File: src/rtl/core/assert_macros.svh
// ----------------------------------------------------------------------------
// assert_macros
// Assertion helpers for the core RTL.
// ----------------------------------------------------------------------------
`ifndef ASSERT_MACROS_SVH
`define ASSERT_MACROS_SVH

// property holds at every clock outside reset
`define ASSERT_ALWAYS(lbl, clk, rst_n, prop, msg) \
    lbl: assert property (@(posedge clk) disable iff (!rst_n) (prop)) else $error(msg);

// antecedent in one cycle implies consequent in the same cycle
`define ASSERT_IMPL(lbl, clk, rst_n, ante, cons, msg) \
    lbl: assert property (@(posedge clk) disable iff (!rst_n) (ante) |-> (cons)) else $error(msg);

// antecedent in one cycle implies consequent in the next
`define ASSERT_NEXT(lbl, clk, rst_n, ante, cons, msg) \
    lbl: assert property (@(posedge clk) disable iff (!rst_n) (ante) |=> (cons)) else $error(msg);

`endif

File: src/rtl/core/uvd_pkg.sv
// ----------------------------------------------------------------------------
// uvd_pkg
// Types, codes and byte classification shared by the path decoder core.
// ----------------------------------------------------------------------------
package uvd_pkg;

    localparam int unsigned LEN_W       = 16;
    localparam int unsigned QUEUE_DEPTH = 4;
    localparam int unsigned QPTR_W      = $clog2(QUEUE_DEPTH);

    localparam logic [LEN_W-1:0] MAX_LEN_RESET = 16'd2048;
    localparam logic [LEN_W-1:0] CNT_MAX       = 16'hFFFF;

    localparam logic [7:0] CH_SLASH = 8'h2F;
    localparam logic [7:0] CH_DOT   = 8'h2E;
    localparam logic [7:0] CH_PCT   = 8'h25;
    localparam logic [7:0] CH_HASH  = 8'h23;
    localparam logic [7:0] BYTE_MIN = 8'd32;
    localparam logic [7:0] BYTE_MAX = 8'd126;

    localparam logic [1:0] ESC_NONE = 2'd0;
    localparam logic [1:0] ESC_HIGH = 2'd1;
    localparam logic [1:0] ESC_LOW  = 2'd2;

    localparam logic [1:0] SEG_EMPTY  = 2'd0;
    localparam logic [1:0] SEG_DOT    = 2'd1;
    localparam logic [1:0] SEG_DOTDOT = 2'd2;
    localparam logic [1:0] SEG_OTHER  = 2'd3;

    localparam logic [1:0] ST_OK   = 2'd0;
    localparam logic [1:0] ST_BAD  = 2'd1;
    localparam logic [1:0] ST_LONG = 2'd2;

    typedef struct packed {
        logic [7:0] in_byte;
        logic       last;
    } t_in_item;

    typedef struct packed {
        logic [7:0] out_byte;
        logic       byte_valid;
        logic       done_res;
        logic [1:0] status;
    } t_out_item;

    typedef struct packed {
        logic [7:0] raw;
        logic       last;
        logic       is_hex;
        logic [3:0] hex_val;
        logic       is_pct;
        logic       is_allowed;
        logic       is_slash;
        logic       is_dot;
        logic       is_hash;
    } t_cls;

    function automatic logic allowed_raw(input logic [7:0] b);
        logic ok;
        case (b) inside
            ["A":"Z"], ["a":"z"], ["0":"9"],
            "-", ".", "_", "~", ":", "/", "?", "#", "[", "]", "@",
            "!", "$", "&", "'", "(", ")", "*", "+", ",", ";", "=": ok = 1'b1;
            default: ok = 1'b0;
        endcase
        return ok;
    endfunction

    function automatic logic [4:0] hex_decode(input logic [7:0] b);
        logic [4:0] r;
        case (b) inside
            ["0":"9"]: r = {1'b1, 4'(b - 8'h30)};
            ["A":"F"]: r = {1'b1, 4'(b - 8'h37)};
            ["a":"f"]: r = {1'b1, 4'(b - 8'h57)};
            default:   r = 5'd0;
        endcase
        return r;
    endfunction

endpackage

File: src/rtl/core/uvd_front.sv
// ----------------------------------------------------------------------------
// uvd_front
// Input stage: accepts raw path bytes and registers their classification.
// ----------------------------------------------------------------------------
module uvd_front (
    input  logic              i_clk,
    input  logic              i_rst_n,
    input  logic              i_in_valid,
    output logic              o_in_ready,
    input  uvd_pkg::t_in_item i_in_data,
    output logic              o_cls_valid,
    input  logic              i_cls_ready,
    output uvd_pkg::t_cls     o_cls_data
);

    logic          r_valid;
    uvd_pkg::t_cls r_cls;
    uvd_pkg::t_cls n_cls;
    logic [4:0]    hex;

    assign o_in_ready  = !r_valid || i_cls_ready;
    assign o_cls_valid = r_valid;
    assign o_cls_data  = r_cls;

    always_comb begin
        hex              = uvd_pkg::hex_decode(i_in_data.in_byte);
        n_cls.raw        = i_in_data.in_byte;
        n_cls.last       = i_in_data.last;
        n_cls.is_hex     = hex[4];
        n_cls.hex_val    = hex[3:0];
        n_cls.is_pct     = (i_in_data.in_byte == uvd_pkg::CH_PCT);
        n_cls.is_allowed = uvd_pkg::allowed_raw(i_in_data.in_byte);
        n_cls.is_slash   = (i_in_data.in_byte == uvd_pkg::CH_SLASH);
        n_cls.is_dot     = (i_in_data.in_byte == uvd_pkg::CH_DOT);
        n_cls.is_hash    = (i_in_data.in_byte == uvd_pkg::CH_HASH);
    end

    always_ff @(posedge i_clk) begin
        if (!i_rst_n) begin
            r_valid <= 1'b0;
        end else if (o_in_ready) begin
            r_valid <= i_in_valid;
        end
        if (i_in_valid && o_in_ready) begin
            r_cls <= n_cls;
        end
    end

endmodule

File: src/rtl/core/uvd_queue.sv
// ----------------------------------------------------------------------------
// uvd_queue
// Short FIFO of classified bytes between the front and back stages.
// ----------------------------------------------------------------------------
module uvd_queue (
    input  logic          i_clk,
    input  logic          i_rst_n,
    input  logic          i_valid,
    output logic          o_ready,
    input  uvd_pkg::t_cls i_data,
    output logic          o_valid,
    input  logic          i_ready,
    output uvd_pkg::t_cls o_data
);

    uvd_pkg::t_cls             r_mem [uvd_pkg::QUEUE_DEPTH];
    logic [uvd_pkg::QPTR_W-1:0] r_wr_ptr;
    logic [uvd_pkg::QPTR_W-1:0] r_rd_ptr;
    logic [uvd_pkg::QPTR_W:0]   r_count;
    logic                       push;
    logic                       pop;

    assign o_ready = (r_count != (uvd_pkg::QPTR_W+1)'(uvd_pkg::QUEUE_DEPTH));
    assign o_valid = (r_count != '0);
    assign o_data  = r_mem[r_rd_ptr];
    assign push    = i_valid && o_ready;
    assign pop     = o_valid && i_ready;

    always_ff @(posedge i_clk) begin
        if (!i_rst_n) begin
            r_wr_ptr <= '0;
            r_rd_ptr <= '0;
            r_count  <= '0;
        end else begin
            if (push) begin
                r_wr_ptr <= r_wr_ptr + 1'b1;
            end
            if (pop) begin
                r_rd_ptr <= r_rd_ptr + 1'b1;
            end
            if (push && !pop) begin
                r_count <= r_count + 1'b1;
            end else if (pop && !push) begin
                r_count <= r_count - 1'b1;
            end
        end
        if (push) begin
            r_mem[r_wr_ptr] <= i_data;
        end
    end

endmodule

File: src/rtl/core/uvd_back.sv
// ----------------------------------------------------------------------------
// uvd_back
// Path state tracking, percent decoding and result register.
// ----------------------------------------------------------------------------
module uvd_back (
    input  logic                      i_clk,
    input  logic                      i_rst_n,
    input  logic                      i_cls_valid,
    output logic                      o_cls_ready,
    input  uvd_pkg::t_cls             i_cls_data,
    input  logic [uvd_pkg::LEN_W-1:0] i_max_length,
    output logic                      o_out_valid,
    input  logic                      i_out_ready,
    output uvd_pkg::t_out_item        o_out_data
);

    logic                      r_at_start, n_at_start;
    logic                      r_first_bad, n_first_bad;
    logic                      r_error_seen, n_error_seen;
    logic                      r_hash_seen, n_hash_seen;
    logic [1:0]                r_esc, n_esc;
    logic [3:0]                r_high, n_high;
    logic [uvd_pkg::LEN_W-1:0] r_count, n_count;
    logic [1:0]                r_seg, n_seg;
    logic                      r_out_valid, n_out_valid;
    uvd_pkg::t_out_item        r_out_data, n_out_data;

    logic       have;
    logic [7:0] ob;
    logic [7:0] dec;
    logic       too_long;
    logic       emit;
    logic       pop;

    assign o_cls_ready = !r_out_valid || i_out_ready;
    assign pop         = i_cls_valid && o_cls_ready;
    assign o_out_valid = r_out_valid;
    assign o_out_data  = r_out_data;

    always_comb begin
        n_at_start   = r_at_start;
        n_first_bad  = r_first_bad;
        n_error_seen = r_error_seen;
        n_hash_seen  = r_hash_seen;
        n_esc        = r_esc;
        n_high       = r_high;
        n_count      = r_count;
        n_seg        = r_seg;
        have         = 1'b0;
        ob           = 8'd0;
        dec          = {r_high, i_cls_data.hex_val};

        if (r_count != uvd_pkg::CNT_MAX) begin
            n_count = r_count + 1'b1;
        end
        if (r_at_start) begin
            if (!i_cls_data.is_slash) begin
                n_first_bad = 1'b1;
            end
            n_at_start = 1'b0;
        end

        unique case (r_esc)
            uvd_pkg::ESC_HIGH: begin
                if (i_cls_data.is_hex) begin
                    n_high = i_cls_data.hex_val;
                    n_esc  = uvd_pkg::ESC_LOW;
                end else begin
                    n_error_seen = 1'b1;
                    n_esc        = uvd_pkg::ESC_NONE;
                end
                n_seg = uvd_pkg::SEG_OTHER;
            end
            uvd_pkg::ESC_LOW: begin
                if (i_cls_data.is_hex && dec >= uvd_pkg::BYTE_MIN
                        && dec <= uvd_pkg::BYTE_MAX) begin
                    have = 1'b1;
                    ob   = dec;
                end else begin
                    n_error_seen = 1'b1;
                end
                n_esc = uvd_pkg::ESC_NONE;
                n_seg = uvd_pkg::SEG_OTHER;
            end
            default: begin
                if (i_cls_data.is_pct) begin
                    if (r_hash_seen) begin
                        n_error_seen = 1'b1;
                    end else begin
                        n_esc = uvd_pkg::ESC_HIGH;
                    end
                    n_seg = uvd_pkg::SEG_OTHER;
                end else if (!i_cls_data.is_allowed) begin
                    n_error_seen = 1'b1;
                    n_seg        = uvd_pkg::SEG_OTHER;
                end else begin
                    if (i_cls_data.is_hash) begin
                        n_hash_seen = 1'b1;
                    end
                    if (i_cls_data.is_slash) begin
                        if (r_seg inside {uvd_pkg::SEG_DOT, uvd_pkg::SEG_DOTDOT}) begin
                            n_error_seen = 1'b1;
                        end
                        n_seg = uvd_pkg::SEG_EMPTY;
                    end else if (i_cls_data.is_dot) begin
                        if (r_seg != uvd_pkg::SEG_OTHER) begin
                            n_seg = r_seg + 1'b1;
                        end
                    end else begin
                        n_seg = uvd_pkg::SEG_OTHER;
                    end
                    have = 1'b1;
                    ob   = i_cls_data.raw;
                end
            end
        endcase

        if (i_cls_data.last) begin
            if (n_esc != uvd_pkg::ESC_NONE) begin
                n_error_seen = 1'b1;
            end
            if (n_seg inside {uvd_pkg::SEG_DOT, uvd_pkg::SEG_DOTDOT}) begin
                n_error_seen = 1'b1;
            end
        end

        too_long = (n_count > i_max_length);
        emit     = have && !n_error_seen && !n_first_bad && !too_long;

        n_out_data.out_byte   = emit ? ob : 8'd0;
        n_out_data.byte_valid = emit;
        n_out_data.done_res   = i_cls_data.last;
        if (!i_cls_data.last) begin
            n_out_data.status = uvd_pkg::ST_OK;
        end else if (n_first_bad) begin
            n_out_data.status = uvd_pkg::ST_BAD;
        end else if (too_long) begin
            n_out_data.status = uvd_pkg::ST_LONG;
        end else if (n_error_seen) begin
            n_out_data.status = uvd_pkg::ST_BAD;
        end else begin
            n_out_data.status = uvd_pkg::ST_OK;
        end

        n_out_valid = r_out_valid && !i_out_ready;
        if (pop) begin
            n_out_valid = emit || i_cls_data.last;
        end
    end

    always_ff @(posedge i_clk) begin
        if (!i_rst_n) begin
            r_at_start   <= 1'b1;
            r_first_bad  <= 1'b0;
            r_error_seen <= 1'b0;
            r_hash_seen  <= 1'b0;
            r_esc        <= uvd_pkg::ESC_NONE;
            r_high       <= 4'd0;
            r_count      <= '0;
            r_seg        <= uvd_pkg::SEG_EMPTY;
            r_out_valid  <= 1'b0;
        end else begin
            r_out_valid <= n_out_valid;
            if (pop) begin
                if (i_cls_data.last) begin
                    r_at_start   <= 1'b1;
                    r_first_bad  <= 1'b0;
                    r_error_seen <= 1'b0;
                    r_hash_seen  <= 1'b0;
                    r_esc        <= uvd_pkg::ESC_NONE;
                    r_high       <= 4'd0;
                    r_count      <= '0;
                    r_seg        <= uvd_pkg::SEG_EMPTY;
                end else begin
                    r_at_start   <= n_at_start;
                    r_first_bad  <= n_first_bad;
                    r_error_seen <= n_error_seen;
                    r_hash_seen  <= n_hash_seen;
                    r_esc        <= n_esc;
                    r_high       <= n_high;
                    r_count      <= n_count;
                    r_seg        <= n_seg;
                end
            end
        end
        if (pop) begin
            r_out_data <= n_out_data;
        end
    end

endmodule

File: src/rtl/core/uri_path_validate_decode_core.sv
// ----------------------------------------------------------------------------
// uri_path_validate_decode_core
// Streaming request path validator and percent decoder.
// ----------------------------------------------------------------------------
// Input channel (i_in_*): one raw path byte per beat, last set on the final
// byte. Output channel (o_out_*): one beat per emitted decoded byte, and one
// beat for the final byte that carries done_res and status (ok, bad, too long).
// Bytes that are consumed by an escape or follow an error give no beat.
// Config channel (i_cfg_*): writes max_length; always ready. The user must
// keep it written between paths only; the block does not enforce this.
// Throughput is one byte per cycle while the receiver keeps accepting beats.
// An input beat passes through the front classification register, the queue
// and the back result register before it reaches the output channel.
// A stalled receiver holds the result register; the 4-entry queue and the
// front register absorb up to 5 more bytes before o_in_ready drops.
// Synchronous reset clears path state and the queue, and sets max_length to
// 2048. No clearing pass is needed after reset.
// ----------------------------------------------------------------------------
`include "assert_macros.svh"

module uri_path_validate_decode_core (
    input  logic                      i_clk,
    input  logic                      i_rst_n,
    input  logic                      i_in_valid,
    output logic                      o_in_ready,
    input  uvd_pkg::t_in_item         i_in_data,
    output logic                      o_out_valid,
    input  logic                      i_out_ready,
    output uvd_pkg::t_out_item        o_out_data,
    input  logic                      i_cfg_valid,
    output logic                      o_cfg_ready,
    input  logic [uvd_pkg::LEN_W-1:0] i_cfg_data
);

    logic [uvd_pkg::LEN_W-1:0] r_max_length;
    logic                      f_valid, f_ready;
    uvd_pkg::t_cls             f_data;
    logic                      q_valid, q_ready;
    uvd_pkg::t_cls             q_data;

    assign o_cfg_ready = 1'b1;

    always_ff @(posedge i_clk) begin
        if (!i_rst_n) begin
            r_max_length <= uvd_pkg::MAX_LEN_RESET;
        end else if (i_cfg_valid && o_cfg_ready) begin
            r_max_length <= i_cfg_data;
        end
    end

    uvd_front u_front (
        .i_clk       (i_clk),
        .i_rst_n     (i_rst_n),
        .i_in_valid  (i_in_valid),
        .o_in_ready  (o_in_ready),
        .i_in_data   (i_in_data),
        .o_cls_valid (f_valid),
        .i_cls_ready (f_ready),
        .o_cls_data  (f_data)
    );

    uvd_queue u_queue (
        .i_clk   (i_clk),
        .i_rst_n (i_rst_n),
        .i_valid (f_valid),
        .o_ready (f_ready),
        .i_data  (f_data),
        .o_valid (q_valid),
        .i_ready (q_ready),
        .o_data  (q_data)
    );

    uvd_back u_back (
        .i_clk        (i_clk),
        .i_rst_n      (i_rst_n),
        .i_cls_valid  (q_valid),
        .o_cls_ready  (q_ready),
        .i_cls_data   (q_data),
        .i_max_length (r_max_length),
        .o_out_valid  (o_out_valid),
        .i_out_ready  (i_out_ready),
        .o_out_data   (o_out_data)
    );

    `ASSERT_IMPL(a_idle_beat_is_done, i_clk, i_rst_n, o_out_valid && !o_out_data.byte_valid, o_out_data.done_res, "result beat without byte or done")
    `ASSERT_IMPL(a_status_only_done, i_clk, i_rst_n, o_out_valid && !o_out_data.done_res, o_out_data.status == uvd_pkg::ST_OK, "status set on non-final beat")
    `ASSERT_IMPL(a_no_byte_zero, i_clk, i_rst_n, o_out_valid && !o_out_data.byte_valid, o_out_data.out_byte == 8'd0, "out_byte nonzero without byte_valid")
    `ASSERT_NEXT(a_cfg_write, i_clk, i_rst_n, i_cfg_valid && i_rst_n, r_max_length == $past(i_cfg_data), "max_length not written")

endmodule
File: config.mk
export PLATFORM = sky130hd
export DESIGN_NAME = uri_path_validate_decode_core
export DESIGN_NICKNAME = d
export VERILOG_FILES = /design/src/rtl/core/uvd_pkg.sv /design/src/rtl/core/uvd_front.sv /design/src/rtl/core/uvd_queue.sv /design/src/rtl/core/uvd_back.sv /design/src/rtl/core/uri_path_validate_decode_core.sv
export VERILOG_INCLUDE_DIRS = /design/src /design/src/rtl/core
export SDC_FILE = /design/constraint.sdc
export NUM_CORES = 1
export LEC_CHECK = 0
export ABC_AREA = 1
export ABC_CLOCK_PERIOD_IN_PS = 2700
export BUFFER_PORTS_ARGS = -buffer_cell sky130_fd_sc_hd__buf_2
export CORE_MARGIN = 2
export CORE_UTILIZATION = 49
export CTS_BUF_LIST = sky130_fd_sc_hd__clkbuf_4
export CTS_CLUSTER_DIAMETER = 40
export DETAILED_ROUTE_END_ITERATION = 7
export GPL_TIMING_DRIVEN = 0
export PLACE_DENSITY_LB_ADDON = 0.3
export SYNTH_ARGS = -nofsm -noshare
export SYNTH_HDL_FRONTEND = slang
export SYNTH_SLANG_ARGS = --single-unit
File: constraint.sdc
create_clock -name i_clk -period 2.7 [get_ports i_clk]
set_clock_uncertainty 0.05 [all_clocks]
set_input_delay 0.135 -clock i_clk [delete_from_list [all_inputs] [get_ports i_clk]]
set_output_delay 0.135 -clock i_clk [all_outputs]
set_load 0.05 [all_outputs]
==> flow_summary.json <==
{
  "netlist_top_cells_count": "nand2_1, edfxtp_1, inv_1, nor2_1, a21oi_1",
  "postRouteAntennaNets": 0,
  "critPathCaptureType": "flop",
  "yosysMostFrequentCell": "nand2_1",
  "clk_pin_slew_ps": 160,
  "place_area_um2": 8390,
  "hold_path_class": "in -> reg",
  "grt_pass1_wl_mm": 27.3,
  "relSlewSlack_pct": 46.5,
  "final_max_slew_viol_count": 0,
  "core-area_um2": 15700,
  "worstPathRequired_ps": 3160,
  "worstSetupPathType": "reg -> reg",
  "p_leak_nw": 3.67,
  "multi_input_area_um2": 3130,
  "cp_max_fo": 3,
  "ys_types": 45,
  "grt_max_degree": 20,
  "stdcell_area_um2": 9390,
  "dieArea_um2": 16900,
  "start_kind": "flop",
  "syn-mean-instance-area_um2": 9.36,
  "grt_pass1_vias": 5697,
  "ys_async_sr_fraction_pct": 0,
  "yosysWarnings": 0,
  "cp.arrival_ps": 3630,
  "p_per_area_nw_per_um2": 821,
  "min_period_over_period_pct": 118,
  "chipHeight_um": 130,
  "fmax_mhz": 315,
  "ioPinCount": 45,
  "syn2layout_area_growth_pct": 20.8,
  "nets": 1018,
  "vias": 6086,
  "clock_sinks": 162,
  "rsz0062_at_grt": "true",
  "htreeDepth": 4,
  "setup_ws_ps": -473,
  "place_congestion": 0.882,
  "io_buffers": 43,
  "wl_mm": 17.4,
  "setup_viol": 13,
  "drt-initial-drc-count": 404,
  "power_mw": 7.71,
  "drc_errors": 0,
  "rows": 46,
  "hold_end": "r_max_length[3]",
  "worstHoldPathCells": 4,
  "reg2reg_to": "u_back.o_out_valid",
  "setup_tns_ps": -5110,
  "regArea_um2": 4330,
  "yosysSeqAreaShare_pct": 55.5,
  "cts_tree": "yes",
  "grt.overflow.total": 0,
  "place_hpwl_mm": 11.6,
  "nFillCells": 1293,
  "synth_nets": 892,
  "r2r_slack_ps": -470,
  "synth-seq-cells": 162,
  "failed_checks": "setup timing",
  "ys.flop_type": "edfxtp_1",
  "post_drt_wl_per_cell_um": 14.7,
  "hold_viol": 0,
  "maxCapViolations": 0,
  "synth_area_um2": 7770,
  "drt-pass1-iter-count": 6,
  "worstMarginPinSlew_ps": 798,
  "r2r_start": "u_back.r_count[1]",
  "cts-root-buf": "clkbuf_4",
  "drive_gt1_share_pct": 21.9,
  "die_x_um": 130,
  "antenna_found_initial": 0,
  "insertion_delay_ps": 580,
  "cts_buffers": 17,
  "synth_top_area_cell": "edfxtp_1",
  "viasPerCell": 5.13,
  "outcome": "complete, but fails checks",
  "hold_start": "i_cfg_valid",
  "holdWs_ps": 110,
  "synth_edf_count": 107,
  "yosysTopAreaCellShare_pct": 41.4,
  "synthCells": 830,
  "period_minus_slack_ps": 3170,
  "synth_area_leaders": "edfxtp_1, dfxtp_1, nand2_1",
  "reg2regPathDepth": 24,
  "floorplan.initialDensity_pct": 49.4,
  "vdd_ir_drop_max_uv": 403,
  "clockBufferDepth": 2,
  "grtUsageTotal_pct": 21.1
}
==> worst max-delay path by stage <==
stage / from / to / slack [ps] / cells after the start
floorplan: u_back.r_count[1] / u_back.o_out_data[10] / 7 / 21
global placement: u_back.r_count[2] / u_back.o_out_valid / -610 / 16
detailed placement: u_back.r_count[2] / u_back.o_out_valid / -680 / 16
CTS: u_back.r_count[0] / u_back.o_out_valid / -450 / 19
global route: u_back.r_count[0] / u_back.o_out_data[8] / -650 / 23
finish: u_back.r_count[1] / u_back.o_out_valid / -470 / 24
==> power breakdown <==
group	switching (mW)	total [mW]	internal, mW
clock network	0.894	1.38	0.483
registers	0.164	3.18	3.02
logic	2.19	3.15	0.959
==> layer usage <==
layer	routed length [um]	GRT usage, %	part of all wire (%)	vias up
li1	-	-	-	3053
met1	7250	24.0	42	2859
met2	9100	39.3	52	143
met3	608	4.43	3.5	31
met4	433	7.34	2.5	0
met5	0	0	0	-
==> sequential cells by signal (all words and copies together) (netlist names), named ones only <==
signal,count
u_front.o_cls_valid,1
u_queue.r_mem,76
u_back.r_hash_seen,1
u_back.r_count,16
u_back.r_seg,2
u_back.r_at_start,1
u_back.r_first_bad,1
u_back.r_error_seen,1
u_queue.r_count,3
u_back.o_out_data,12
u_front.o_cls_data,19
u_back.o_out_valid,1
u_queue.r_wr_ptr,2
u_queue.r_rd_ptr,2
u_back.r_esc,2
u_back.r_high,4
r_max_length,16
==> stage by stage <==
step                      setup slack (ps)  instances  utilization (%)
final                                 -473       1186             59.7
after global routing                  -653       1185             59.7
after CTS                             -451       1179             59.0
after detailed placement              -685       1093             53.4
after global placement                -615       1089             52.8
after floorplan                       6.61        830                -
==> cell families (layout without fill, tap and decap cells) <==
family	Yosys count	after routing	share of synthesized area, %
other	1	2	0.0483
adder cells (fa/ha/maj)	32	32	5.25
AND/OR/NAND/NOR	341	342	19.8
XOR/XNOR	8	8	0.902
buffers and inverters	126	263	6.97
flip-flops	162	162	55.5
AO/OA/AOI/OAI	160	161	11.5
==> area by class of cell <==
class                      count  share of cell area (%)
clock inverter                15                    1.56
multi-input combinational    544                    33.4
clock buffer                  17                    1.36
timing repair buffer         106                    8.90
inverter                     100                    4.03
buffer                        25                    1.73
sequential                   162                    46.1
tap                          216                    2.88
antenna                        1                  0.0267
==> placed cells by master, fill, tap and decap left out, types with 4 or more instances in the layout <==
cell / instances
o21ai_0: 60
nor2_2: 10
xor2_1: 6
dlygate4sd3_1: 31
buf_2: 46
inv_2: 10
buf_6: 7
nand2_1: 175
dfxtp_1: 47
o22ai_1: 11
a31oi_1: 4
nor2_4: 7
inv_8: 4
nand4_1: 7
edfxtp_1: 107
inv_6: 4
nand3_4: 4
nand3_2: 8
nand2_2: 18
a21oi_1: 60
clkbuf_4: 17
dfxtp_2: 5
a21oi_2: 13
nor2_1: 59
inv_1: 89
ha_1: 28
nor3_1: 9
clkbuf_1: 13
nand3_1: 33
buf_4: 28
==> worst max-delay path, cell delays in order, from the launching register on <==
cell	delay [ps]
dfxtp_4	400
ha_4	140
inv_4	40
nor2_4	130
nand3_4	100
nor2_4	150
nand3_4	90
nor2_4	180
buf_6	140
nor2_4	40
xor2_2	170
ha_1	290
nand2_1	90
inv_1	40
nand2_1	50
nand2_1	50
nand2_1	50
nand2_1	60
nand2_1	100
nand2_2	80
nand2_2	70
nand2_2	60
nor2_4	140
nand4_1	220
a21oi_1	180
==> what timing repair did <==
item / in CTS / in global routing
cloned: 2 / 0
gates resized for setup: 28 / 15
hold buffers: 31 / 0
endpoints found under the hold margin: 36 / 0
buffers inserted: 22 / 6
pin swaps: 25 / 20
setup endpoints to repair: 15 / 15
No activity file was read; power rests on OpenSTA's default activity.
